$ cat src/design/pcsr_pkg.sv
// Package: shared types, codes and constants of the pump current ramp unit.
`default_nettype none

package pcsr_pkg;

  // Defaults for the top-level parameters
  localparam int CHANNELS_DEF  = 4;
  localparam int CODE_BITS_DEF = 16;

  // Fixed field widths
  localparam int CMD_W     = 2;
  localparam int CH_W      = 2;
  localparam int SET_W     = 12;
  localparam int SETTLE_W  = 10;
  localparam int STEP_W    = 8;
  localparam int SCALE_W   = 8;
  localparam int CFG_W     = 10;
  localparam int OUT_CH    = 4;
  localparam int OUT_CODE_W = 16;

  // setting * scale, then divide by ten through a reciprocal multiply
  localparam int PROD_W      = SET_W + SCALE_W;
  localparam int RECIP_W     = 20;
  localparam int RECIP_SHIFT = 23;
  localparam logic [RECIP_W-1:0] RECIP10 = 20'd838861;
  localparam int QUOT_W      = 17;

  // Register reset values
  localparam logic [SETTLE_W-1:0] SETTLE_RST = 10'd50;
  localparam logic [STEP_W-1:0]   RAMP_RST   = 8'd2;
  localparam logic [STEP_W-1:0]   OFFSTEP_RST = 8'd4;
  localparam logic [SCALE_W-1:0]  SCALE_RST  = 8'd148;

  typedef enum logic [1:0] {
    REG_SETTLE = 2'd0,
    REG_RAMP   = 2'd1,
    REG_OFF    = 2'd2,
    REG_SCALE  = 2'd3
  } reg_idx_t;

  typedef enum logic [CMD_W-1:0] {
    CMD_TICK    = 2'd0,
    CMD_ON      = 2'd1,
    CMD_OFF     = 2'd2,
    CMD_OFF_ALT = 2'd3
  } cmd_t;

  typedef enum logic [1:0] {
    STAT_TICK    = 2'd0,
    STAT_ACCEPT  = 2'd1,
    STAT_BUSY    = 2'd2,
    STAT_IGNORED = 2'd3
  } status_t;

  typedef enum logic [2:0] {
    PH_IDLE       = 3'd0,
    PH_ON_SETTLE  = 3'd1,
    PH_UP_FIRST   = 3'd2,
    PH_UP         = 3'd3,
    PH_DOWN_FIRST = 3'd4,
    PH_DOWN       = 3'd5,
    PH_OFF_SETTLE = 3'd6
  } phase_t;

  // Per-channel event strobes for one item
  typedef struct packed {
    logic tick;
    logic on;
    logic off;
  } chan_cmd_t;

  // Ramp timing registers seen by every channel
  typedef struct packed {
    logic [SETTLE_W-1:0] settle_ticks;
    logic [STEP_W-1:0]   ramp_step;
    logic [STEP_W-1:0]   off_step;
  } cfg_t;

endpackage

`default_nettype wire

$ cat src/design/pcsr_chan.sv
// One pump channel: enable, settle wait and DAC code ramp sequencer.
`default_nettype none

module pcsr_chan #(
  parameter int CODE_BITS = pcsr_pkg::CODE_BITS_DEF
) (
  input  wire logic                 clk,
  input  wire logic                 rst_n,
  input  wire pcsr_pkg::chan_cmd_t  cmd,
  input  wire pcsr_pkg::cfg_t       cfg,
  input  wire logic [CODE_BITS-1:0] target,
  output pcsr_pkg::status_t         status,
  output logic                      dac_wr,
  output logic                      en_nxt,
  output logic [CODE_BITS-1:0]      code_nxt
);
  import pcsr_pkg::*;

  phase_t               phase_r, phase_nxt;
  logic                 off_r, off_nxt;
  logic                 en_r;
  logic [CODE_BITS-1:0] code_r;
  logic [CODE_BITS-1:0] tgt_r, tgt_nxt;
  logic [SETTLE_W-1:0]  wait_r, wait_nxt;

  logic [CODE_BITS-1:0] up_step, dn_step, diff;
  logic [SETTLE_W-1:0]  wait_dec;
  logic                 settle_zero;

  // Step sizes: first step is one, zero register acts as one
  always_comb begin
    if (phase_r == PH_UP_FIRST || cfg.ramp_step == '0) begin
      up_step = CODE_BITS'(1);
    end else begin
      up_step = CODE_BITS'(cfg.ramp_step);
    end
    if (phase_r == PH_DOWN_FIRST || cfg.off_step == '0) begin
      dn_step = CODE_BITS'(1);
    end else begin
      dn_step = CODE_BITS'(cfg.off_step);
    end
  end

  assign diff        = (tgt_r > code_r) ? (tgt_r - code_r) : (code_r - tgt_r);
  assign wait_dec    = (wait_r != '0) ? (wait_r - SETTLE_W'(1)) : wait_r;
  assign settle_zero = (cfg.settle_ticks == '0);

  // Next state of the channel
  always_comb begin
    phase_nxt = phase_r;
    off_nxt   = off_r;
    code_nxt  = code_r;
    tgt_nxt   = tgt_r;
    wait_nxt  = wait_r;
    en_nxt    = en_r;
    if (cmd.tick) begin
      unique case (phase_r)
        PH_IDLE: begin
        end
        PH_ON_SETTLE: begin
          wait_nxt = wait_dec;
          if (wait_dec == '0) begin
            phase_nxt = PH_UP_FIRST;
          end
        end
        PH_UP_FIRST, PH_UP: begin
          if (up_step >= diff) begin
            code_nxt  = tgt_r;
            phase_nxt = PH_IDLE;
          end else begin
            code_nxt  = (tgt_r > code_r) ? (code_r + up_step) : (code_r - up_step);
            phase_nxt = PH_UP;
          end
        end
        PH_DOWN_FIRST, PH_DOWN: begin
          if (code_r > dn_step) begin
            code_nxt  = code_r - dn_step;
            phase_nxt = PH_DOWN;
          end else begin
            code_nxt = '0;
            wait_nxt = cfg.settle_ticks;
            if (settle_zero) begin
              en_nxt    = 1'b0;
              phase_nxt = PH_IDLE;
            end else begin
              phase_nxt = PH_OFF_SETTLE;
            end
          end
        end
        PH_OFF_SETTLE: begin
          wait_nxt = wait_dec;
          if (wait_dec == '0) begin
            en_nxt    = 1'b0;
            phase_nxt = PH_IDLE;
          end
        end
        default: begin
          phase_nxt = PH_IDLE;
        end
      endcase
    end else if (cmd.on && phase_r == PH_IDLE) begin
      tgt_nxt = target;
      if (off_r) begin
        off_nxt   = 1'b0;
        en_nxt    = 1'b1;
        wait_nxt  = cfg.settle_ticks;
        phase_nxt = settle_zero ? PH_UP_FIRST : PH_ON_SETTLE;
      end else if (target != code_r) begin
        phase_nxt = PH_UP_FIRST;
      end
    end else if (cmd.off && phase_r == PH_IDLE && !off_r) begin
      off_nxt   = 1'b1;
      tgt_nxt   = '0;
      phase_nxt = PH_DOWN_FIRST;
    end
  end

  // Outputs: command status and DAC write strobe
  always_comb begin
    dac_wr = 1'b0;
    status = STAT_ACCEPT;
    if (cmd.tick) begin
      status = STAT_TICK;
      dac_wr = (phase_r == PH_UP_FIRST) || (phase_r == PH_UP) ||
               (phase_r == PH_DOWN_FIRST) || (phase_r == PH_DOWN);
    end else if (phase_r != PH_IDLE) begin
      status = STAT_BUSY;
    end else if (cmd.off && off_r) begin
      status = STAT_IGNORED;
    end
  end

  // Hold channel state
  always_ff @(posedge clk) begin
    if (!rst_n) begin
      phase_r <= PH_IDLE;
      off_r   <= 1'b1;
      en_r    <= 1'b0;
      code_r  <= '0;
      tgt_r   <= '0;
      wait_r  <= '0;
    end else begin
      phase_r <= phase_nxt;
      off_r   <= off_nxt;
      en_r    <= en_nxt;
      code_r  <= code_nxt;
      tgt_r   <= tgt_nxt;
      wait_r  <= wait_nxt;
    end
  end

endmodule

`default_nettype wire

$ cat src/design/pump_current_soft_start_ramp_unit.sv
// Top level: soft-start DAC current ramp sequencer for the laser pump channels.
// Pipeline: product stage, then update stage, which fills the result register.
// Throughput: one item per cycle; both stages hold together while the result is stalled.
// Reset: synchronous, active low; channels off, codes zero, registers to defaults.
`default_nettype none

module pump_current_soft_start_ramp_unit #(
  parameter int CHANNELS  = pcsr_pkg::CHANNELS_DEF,
  parameter int CODE_BITS = pcsr_pkg::CODE_BITS_DEF
) (
  input  wire logic                         clk,
  input  wire logic                         rst_n,
  input  wire logic                         cfg_wr_en,
  input  wire logic [1:0]                   cfg_idx,
  input  wire logic [pcsr_pkg::CFG_W-1:0]   cfg_wr_data,
  input  wire logic                         in_valid,
  output logic                              in_stall,
  input  wire logic [pcsr_pkg::CMD_W-1:0]   in_command,
  input  wire logic [pcsr_pkg::CH_W-1:0]    in_channel,
  input  wire logic [pcsr_pkg::SET_W-1:0]   in_current_setting,
  output logic                              out_valid,
  input  wire logic                         out_stall,
  output logic [1:0]                        out_status,
  output logic [15:0]                       out_dac_code_0,
  output logic [15:0]                       out_dac_code_1,
  output logic [15:0]                       out_dac_code_2,
  output logic [15:0]                       out_dac_code_3,
  output logic [3:0]                        out_dac_write_mask,
  output logic [3:0]                        out_enable_mask,
  output logic                              out_laser_led
);
  import pcsr_pkg::*;

  localparam int FULL_W = PROD_W + RECIP_W;
  localparam logic [QUOT_W-1:0] CODE_MAX_Q = QUOT_W'((1 << CODE_BITS) - 1);

  // Configuration registers
  cfg_t               cfg_r;
  logic [SCALE_W-1:0] scale_r;

  // Stage one: registered item and setting product
  logic              s1_vld_r;
  cmd_t              s1_cmd_r;
  logic [CH_W-1:0]   s1_ch_r;
  logic [PROD_W-1:0] s1_prod_r;
  logic              in_acc, out_rdy, s1_adv;

  // Target calculation
  logic [FULL_W-1:0]    quot_full;
  logic [QUOT_W-1:0]    quot;
  logic [CODE_BITS-1:0] target;

  // Channel array
  chan_cmd_t            chan_cmd  [CHANNELS];
  status_t              chan_stat [CHANNELS];
  logic                 chan_wr   [CHANNELS];
  logic                 chan_en   [CHANNELS];
  logic [CODE_BITS-1:0] chan_code [CHANNELS];

  // Result assembly and result register
  status_t     status_cur;
  logic [15:0] code_cur [OUT_CH];
  logic [3:0]  wmask_cur, emask_cur;
  logic        out_vld_r;
  logic [1:0]  out_status_r;
  logic [15:0] out_code_r [OUT_CH];
  logic [3:0]  out_wmask_r, out_emask_r;
  logic        out_led_r;

  // Write configuration registers
  always_ff @(posedge clk) begin
    if (!rst_n) begin
      cfg_r.settle_ticks <= SETTLE_RST;
      cfg_r.ramp_step    <= RAMP_RST;
      cfg_r.off_step     <= OFFSTEP_RST;
      scale_r            <= SCALE_RST;
    end else if (cfg_wr_en) begin
      unique case (reg_idx_t'(cfg_idx))
        REG_SETTLE: cfg_r.settle_ticks <= cfg_wr_data;
        REG_RAMP:   cfg_r.ramp_step    <= cfg_wr_data[STEP_W-1:0];
        REG_OFF:    cfg_r.off_step     <= cfg_wr_data[STEP_W-1:0];
        REG_SCALE:  scale_r            <= cfg_wr_data[SCALE_W-1:0];
        default: begin
        end
      endcase
    end
  end

  // Handshake: both stages advance when the result register frees up
  assign out_rdy  = !out_vld_r || !out_stall;
  assign s1_adv   = s1_vld_r && out_rdy;
  assign in_stall = s1_vld_r && !out_rdy;
  assign in_acc   = in_valid && !in_stall;

  // Stage one: capture item, form setting times scale
  always_ff @(posedge clk) begin
    if (!rst_n) begin
      s1_vld_r <= 1'b0;
    end else if (in_acc) begin
      s1_vld_r <= 1'b1;
    end else if (out_rdy) begin
      s1_vld_r <= 1'b0;
    end
  end

  always_ff @(posedge clk) begin
    if (in_acc) begin
      s1_cmd_r  <= cmd_t'(in_command);
      s1_ch_r   <= in_channel;
      s1_prod_r <= PROD_W'(in_current_setting) * PROD_W'(scale_r);
    end
  end

  // Divide by ten through the reciprocal, saturate to the code range
  assign quot_full = FULL_W'(s1_prod_r) * FULL_W'(RECIP10);
  assign quot      = quot_full[RECIP_SHIFT +: QUOT_W];
  assign target    = (quot > CODE_MAX_Q) ? CODE_MAX_Q[CODE_BITS-1:0] : quot[CODE_BITS-1:0];

  // Channel sequencers
  for (genvar c = 0; c < CHANNELS; c++) begin : g_chan
    logic sel;
    assign sel = (int'(s1_ch_r) == c);
    assign chan_cmd[c].tick = s1_adv && (s1_cmd_r == CMD_TICK);
    assign chan_cmd[c].on   = s1_adv && sel && (s1_cmd_r == CMD_ON);
    assign chan_cmd[c].off  = s1_adv && sel &&
                              (s1_cmd_r == CMD_OFF || s1_cmd_r == CMD_OFF_ALT);

    pcsr_chan #(
      .CODE_BITS (CODE_BITS)
    ) u_chan (
      .clk      (clk),
      .rst_n    (rst_n),
      .cmd      (chan_cmd[c]),
      .cfg      (cfg_r),
      .target   (target),
      .status   (chan_stat[c]),
      .dac_wr   (chan_wr[c]),
      .en_nxt   (chan_en[c]),
      .code_nxt (chan_code[c])
    );
  end

  // Pick the status of the addressed channel, or the tick status for a tick
  always_comb begin
    status_cur = STAT_IGNORED;
    if (s1_cmd_r == CMD_TICK) begin
      status_cur = STAT_TICK;
    end else begin
      for (int c = 0; c < CHANNELS; c++) begin
        if (int'(s1_ch_r) == c) begin
          status_cur = chan_stat[c];
        end
      end
    end
  end

  // Map channels onto the four reported lanes, zero for missing ones
  for (genvar j = 0; j < OUT_CH; j++) begin : g_lane
    if (j < CHANNELS) begin : g_used
      assign code_cur[j]  = 16'(chan_code[j]);
      assign wmask_cur[j] = chan_wr[j];
      assign emask_cur[j] = chan_en[j];
    end else begin : g_none
      assign code_cur[j]  = '0;
      assign wmask_cur[j] = 1'b0;
      assign emask_cur[j] = 1'b0;
    end
  end

  // Result register
  always_ff @(posedge clk) begin
    if (!rst_n) begin
      out_vld_r <= 1'b0;
    end else if (out_rdy) begin
      out_vld_r <= s1_vld_r;
    end
  end

  always_ff @(posedge clk) begin
    if (s1_adv) begin
      out_status_r <= status_cur;
      out_code_r   <= code_cur;
      out_wmask_r  <= wmask_cur;
      out_emask_r  <= emask_cur;
      out_led_r    <= chan_en[0];
    end
  end

  assign out_valid          = out_vld_r;
  assign out_status         = out_status_r;
  assign out_dac_code_0     = out_code_r[0];
  assign out_dac_code_1     = out_code_r[1];
  assign out_dac_code_2     = out_code_r[2];
  assign out_dac_code_3     = out_code_r[3];
  assign out_dac_write_mask = out_wmask_r;
  assign out_enable_mask    = out_emask_r;
  assign out_laser_led      = out_led_r;

endmodule

`default_nettype wire

$ cat config.mk
export PLATFORM = sky130hd
export DESIGN_NAME = pump_current_soft_start_ramp_unit
export DESIGN_NICKNAME = d
export VERILOG_FILES = /design/src/design/pcsr_pkg.sv /design/src/design/pcsr_chan.sv /design/src/design/pump_current_soft_start_ramp_unit.sv
export SDC_FILE = /design/constraint.sdc
export NUM_CORES = 2
export LEC_CHECK = 0
export ABC_AREA = 1
export BUFFER_PORTS_ARGS = -buffer_cell sky130_fd_sc_hd__buf_2
export CAP_MARGIN = 20
export CORE_ASPECT_RATIO = 0.7
export CORE_UTILIZATION = 50
export DETAILED_ROUTE_END_ITERATION = 16
export PLACE_DENSITY_LB_ADDON = 0.08
export SKIP_CTS_REPAIR_TIMING = 1
export SLEW_MARGIN = 20
export SYNTH_ARGS = -nofsm -noshare
export SYNTH_HDL_FRONTEND = slang
export SYNTH_SLANG_ARGS = --single-unit
export TNS_END_PERCENT = 30
$ cat constraint.sdc
create_clock -name clk -period 5.75 [get_ports clk]
set_input_delay 1.15 -clock clk [delete_from_list [all_inputs] [get_ports clk]]
set_output_delay 1.15 -clock clk [all_outputs]
set_load 0.02 [all_outputs]
==> impl_metrics.csv <==
group,metric,value,unit
critical_path,cp_max_fo,7,
placement,dp.cells,7696,
cts,clk_latency,0.61,ns
logic_synthesis,synth_ff_type,"dfxtp_1",
critical_path,path_buf_inv,1,
logic_synthesis,syn_inst,6289,
global_routing,grt_pass1_vias,38560,
detailed_routing,drcViolationCount,0,
timing,grt_setup_unrepaired,"true",
critical_path,r2r_slack,-0.57,ns
critical_path,slowest_delay,0.53,ns
detailed_routing,wl_per_cell,19.85,µm
critical_path,regToRegEndpoint,"g_chan[3].u_chan.phase_r[2]$_SDFFE_PN0P_",
cells_and_area,n_antenna_cell,0,
global_routing,grt_start_max_net_pins,151,
detailed_routing,drtAntennaViolNets,0,
critical_path,cp.required,6.25,ns
global_routing,antenna_found_initial,2,
critical_path,critical_path_class,"reg -> reg",
placement,gp_congestion,1.040,
cts,cts_tree,"built",
detailed_routing,dr.pass1.iters,6,
cts,clk_pin_slew_worst_paths,0.07,ns
worst_hold_path,hold_depth,2,
job,drv_cap,0,
timing,min_period_over_period,1.099,
detailed_routing,vias,42389,
timing,slew_headroom,0.2537,
logic_synthesis,synth.distinct_cells,67,
timing,hold_viol,0,
cells_and_area,drive_gt1_frac,0.1356,
timing,fin_skew,0.02515,ns
logic_synthesis,syn_area,41730,µm²
cts,numClockSinks,322,
worst_hold_path,hold_path.startpoint,"g_chan[1].u_chan.en_r$_SDFF_PN0_",
critical_path,r2r.worst_path.cells,30,
logic_synthesis,syn_avg_cell_area,6.635,µm²
logic_synthesis,syn_nets,7030,
logic_synthesis,synthTopCellsByArea,"nand2_1, ha_1, dfxtp_1",
cts,cts_buffer_depth,3,
floorplan,core,82470,µm²
cells_and_area,layoutNonFillerInstCount,7797,
global_routing,grt_overflow,0,
critical_path,reg2reg_from,"s1_prod_r[2]$_DFFE_PP_",
placement,port_buffers,109,
worst_hold_path,min_delay_worst_endpoint,"g_chan[1].u_chan.en_r$_SDFF_PN0_",
critical_path,critPathSlowestCell,"edfxtp_1",
logic_synthesis,async_reset_ff_frac,0,
floorplan,placementRows,88,
logic_synthesis,synth_seq_cells,322,
timing,worst_slew_pin_slew,1.109,ns
detailed_routing,wl,154700,µm
critical_path,path_common_cell,"nand2_2",
timing,postLayoutSetupSlackWorst,-0.5670,ns
critical_path,critPathLaunchType,"flip-flop",
floorplan,pin_count,110,
status,violations,"setup timing",
cells_and_area,fin_nets,7427,
logic_synthesis,synth-edff-count,98,
cells_and_area,synthToLayoutAreaGrowth,15.98,%
timing,report.final.slew_viol_count,0,
critical_path,crit_path_end_kind,"flip-flop",
worst_hold_path,hold_path_class,"reg -> reg",
cts,cts_buffers,41,
floorplan,die_area,84630,µm²
critical_path,setup.worst_path.start,"s1_prod_r[2]$_DFFE_PP_",
timing,fmax,158.3,MHz
timing,period_needed,6.317,ns
status,outcome,"finished with violations",
logic_synthesis,synth.largest_area_cell,"nand2_1",
floorplan,die_w,347.3,µm
logic_synthesis,synth_common_cells,"nand2_1, inv_1, nor2_1, ha_1, a21oi_1",
detailed_routing,viasPerCell,5.437,
critical_path,cp_data_arrival_time,6.82,ns
cts,htree_levels,2,
floorplan,die_h,243.7,µm
timing,setup_viol,36,
placement,dpl.hpwl,127300,µm
global_routing,grt_pass1_wl,233800,µm
cells_and_area,fill_cells,8052,
critical_path,path_delay_family,"adder cells",
logic_synthesis,synth.most_common_cell,"nand2_1",
logic_synthesis,synth_top_area_share,0.1674,
cts,root_buffer,"clkbuf_16",
floorplan,initial_core_util,0.5060,
global_routing,grt_use_total,0.3600,
detailed_routing,drtIter0Drc,4769,
logic_synthesis,yosysWarningCount,0,
logic_synthesis,seq_area_frac_synth,0.1780,
[cells in the final DEF, fill, tap and decap left out, types with 34 or more instances in the layout]
cell type / synthesis / final
ha_4: 0 / 34
nand3_1: 292 / 280
buf_2: 27 / 109
clkbuf_16: 0 / 45
nand2_1: 1861 / 1804
nand2_2: 36 / 73
buf_4: 3 / 353
ha_1: 503 / 463
fa_1: 205 / 203
nor2_1: 536 / 508
o21ai_0: 222 / 221
nor3_1: 49 / 47
inv_1: 1087 / 1073
a21oi_2: 18 / 36
nor2_2: 27 / 48
o21ai_1: 45 / 46
edfxtp_1: 98 / 98
dfxtp_1: 224 / 224
xnor2_1: 57 / 56
a21oi_1: 406 / 384
xor2_1: 130 / 127
nand4_1: 62 / 62
[worst reg2reg max path: cells and delay by family, from the launching register on]
| family | cells | cell delay (ns) |
|---|---|---|
| adders and majority gates | 8 | 3.01 |
| and+or+nand+nor | 20 | 2.41 |
| xor gates and xnor gates | 1 | 0.17 |
| DFF | 1 | 0.53 |
| buffers and inverters | 1 | 0.10 |
[layer usage]
layer,GRT usage,vias to the layer above,wire (µm)
li1,-,20682,-
met1,0.5751,19636,75350
met2,0.4691,1895,56870
met3,0.09505,176,19450
met4,0.06767,0,3065
met5,0,-,0
[sequential cells by signal, indices dropped and copies added (netlist names)]
signal and flops:
cfg_r 26, s1_cmd_r 2, g_chan.u_chan.off_r 4, scale_r 8, g_chan.u_chan.code_r 64, g_chan.u_chan.wait_r 40, out_dac_code_1 16, out_dac_code_0 16
out_dac_code_2 16, s1_prod_r 20, out_enable_mask 4, s1_ch_r 2, out_status 2, g_chan.u_chan.phase_r 12, out_valid 1, out_dac_code_3 16
out_dac_write_mask 4, g_chan.u_chan.tgt_r 64, s1_vld_r 1, g_chan.u_chan.en_r 4
[how the worst max path moves through the flow]
stage                                                          end  slack [ns]  depth (start not counted)
final                     g_chan[3].u_chan.phase_r[2]$_SDFFE_PN0P_       -0.57                         30
after global routing      g_chan[3].u_chan.phase_r[0]$_SDFFE_PN0P_       -0.87                         35
after CTS                 g_chan[2].u_chan.phase_r[1]$_SDFFE_PN0P_       -0.70                         31
after detailed placement  g_chan[2].u_chan.phase_r[2]$_SDFFE_PN0P_       -0.67                         30
after global placement    g_chan[2].u_chan.phase_r[2]$_SDFFE_PN0P_       -0.68                         30
after floorplan           g_chan[2].u_chan.phase_r[2]$_SDFFE_PN0P_       -0.03                         28
[through the flow]
step                      utilization  setup TNS, ns  hold slack [ns]  setup slack, ns  cell area, µm²
final                          0.5868         -7.143           0.4697          -0.5670           48400
after global routing           0.5868         -20.73           0.5046          -0.8665           48400
after CTS                      0.5714         -14.82           0.4712          -0.7038           47120
after detailed placement       0.5550         -12.85           0.4616          -0.6686           45770
after global placement         0.5550         -10.23           0.4588          -0.6758           45770
after floorplan                     -       -0.06085           0.4471         -0.02775           41900
[final cells by class]
class | instances | area (µm²) | share of cell area
clock buffer | 52 | 1129 | 0.02332
clock inverter | 22 | 222.7 | 0.004602
inverter | 1111 | 4198 | 0.08674
multi-input combinational | 4727 | 30560 | 0.6314
sequential | 322 | 7427 | 0.1535
tap | 1080 | 1351 | 0.02792
timing repair buffer | 483 | 3512 | 0.07257
[logic make-up (layout without fill, tap and decap cells)]
logic type / Yosys count / count (layout) / synth area share
AO/OA/AOI/OAI: 850 / 850 / 0.1156
XOR/XNOR: 187 / 187 / 0.03925
adder cells (fa/ha/maj): 708 / 708 / 0.2492
buffers and inverters: 1240 / 1668 / 0.1169
flip-flops: 322 / 322 / 0.1780
multiplexers: 12 / 12 / 0.002879
AND/OR/NAND/NOR: 2970 / 2970 / 0.2982
Power is left out: the tool's default activity adds up to more than one toggle a clock period on the data nets, which glitch-free logic cannot reach.
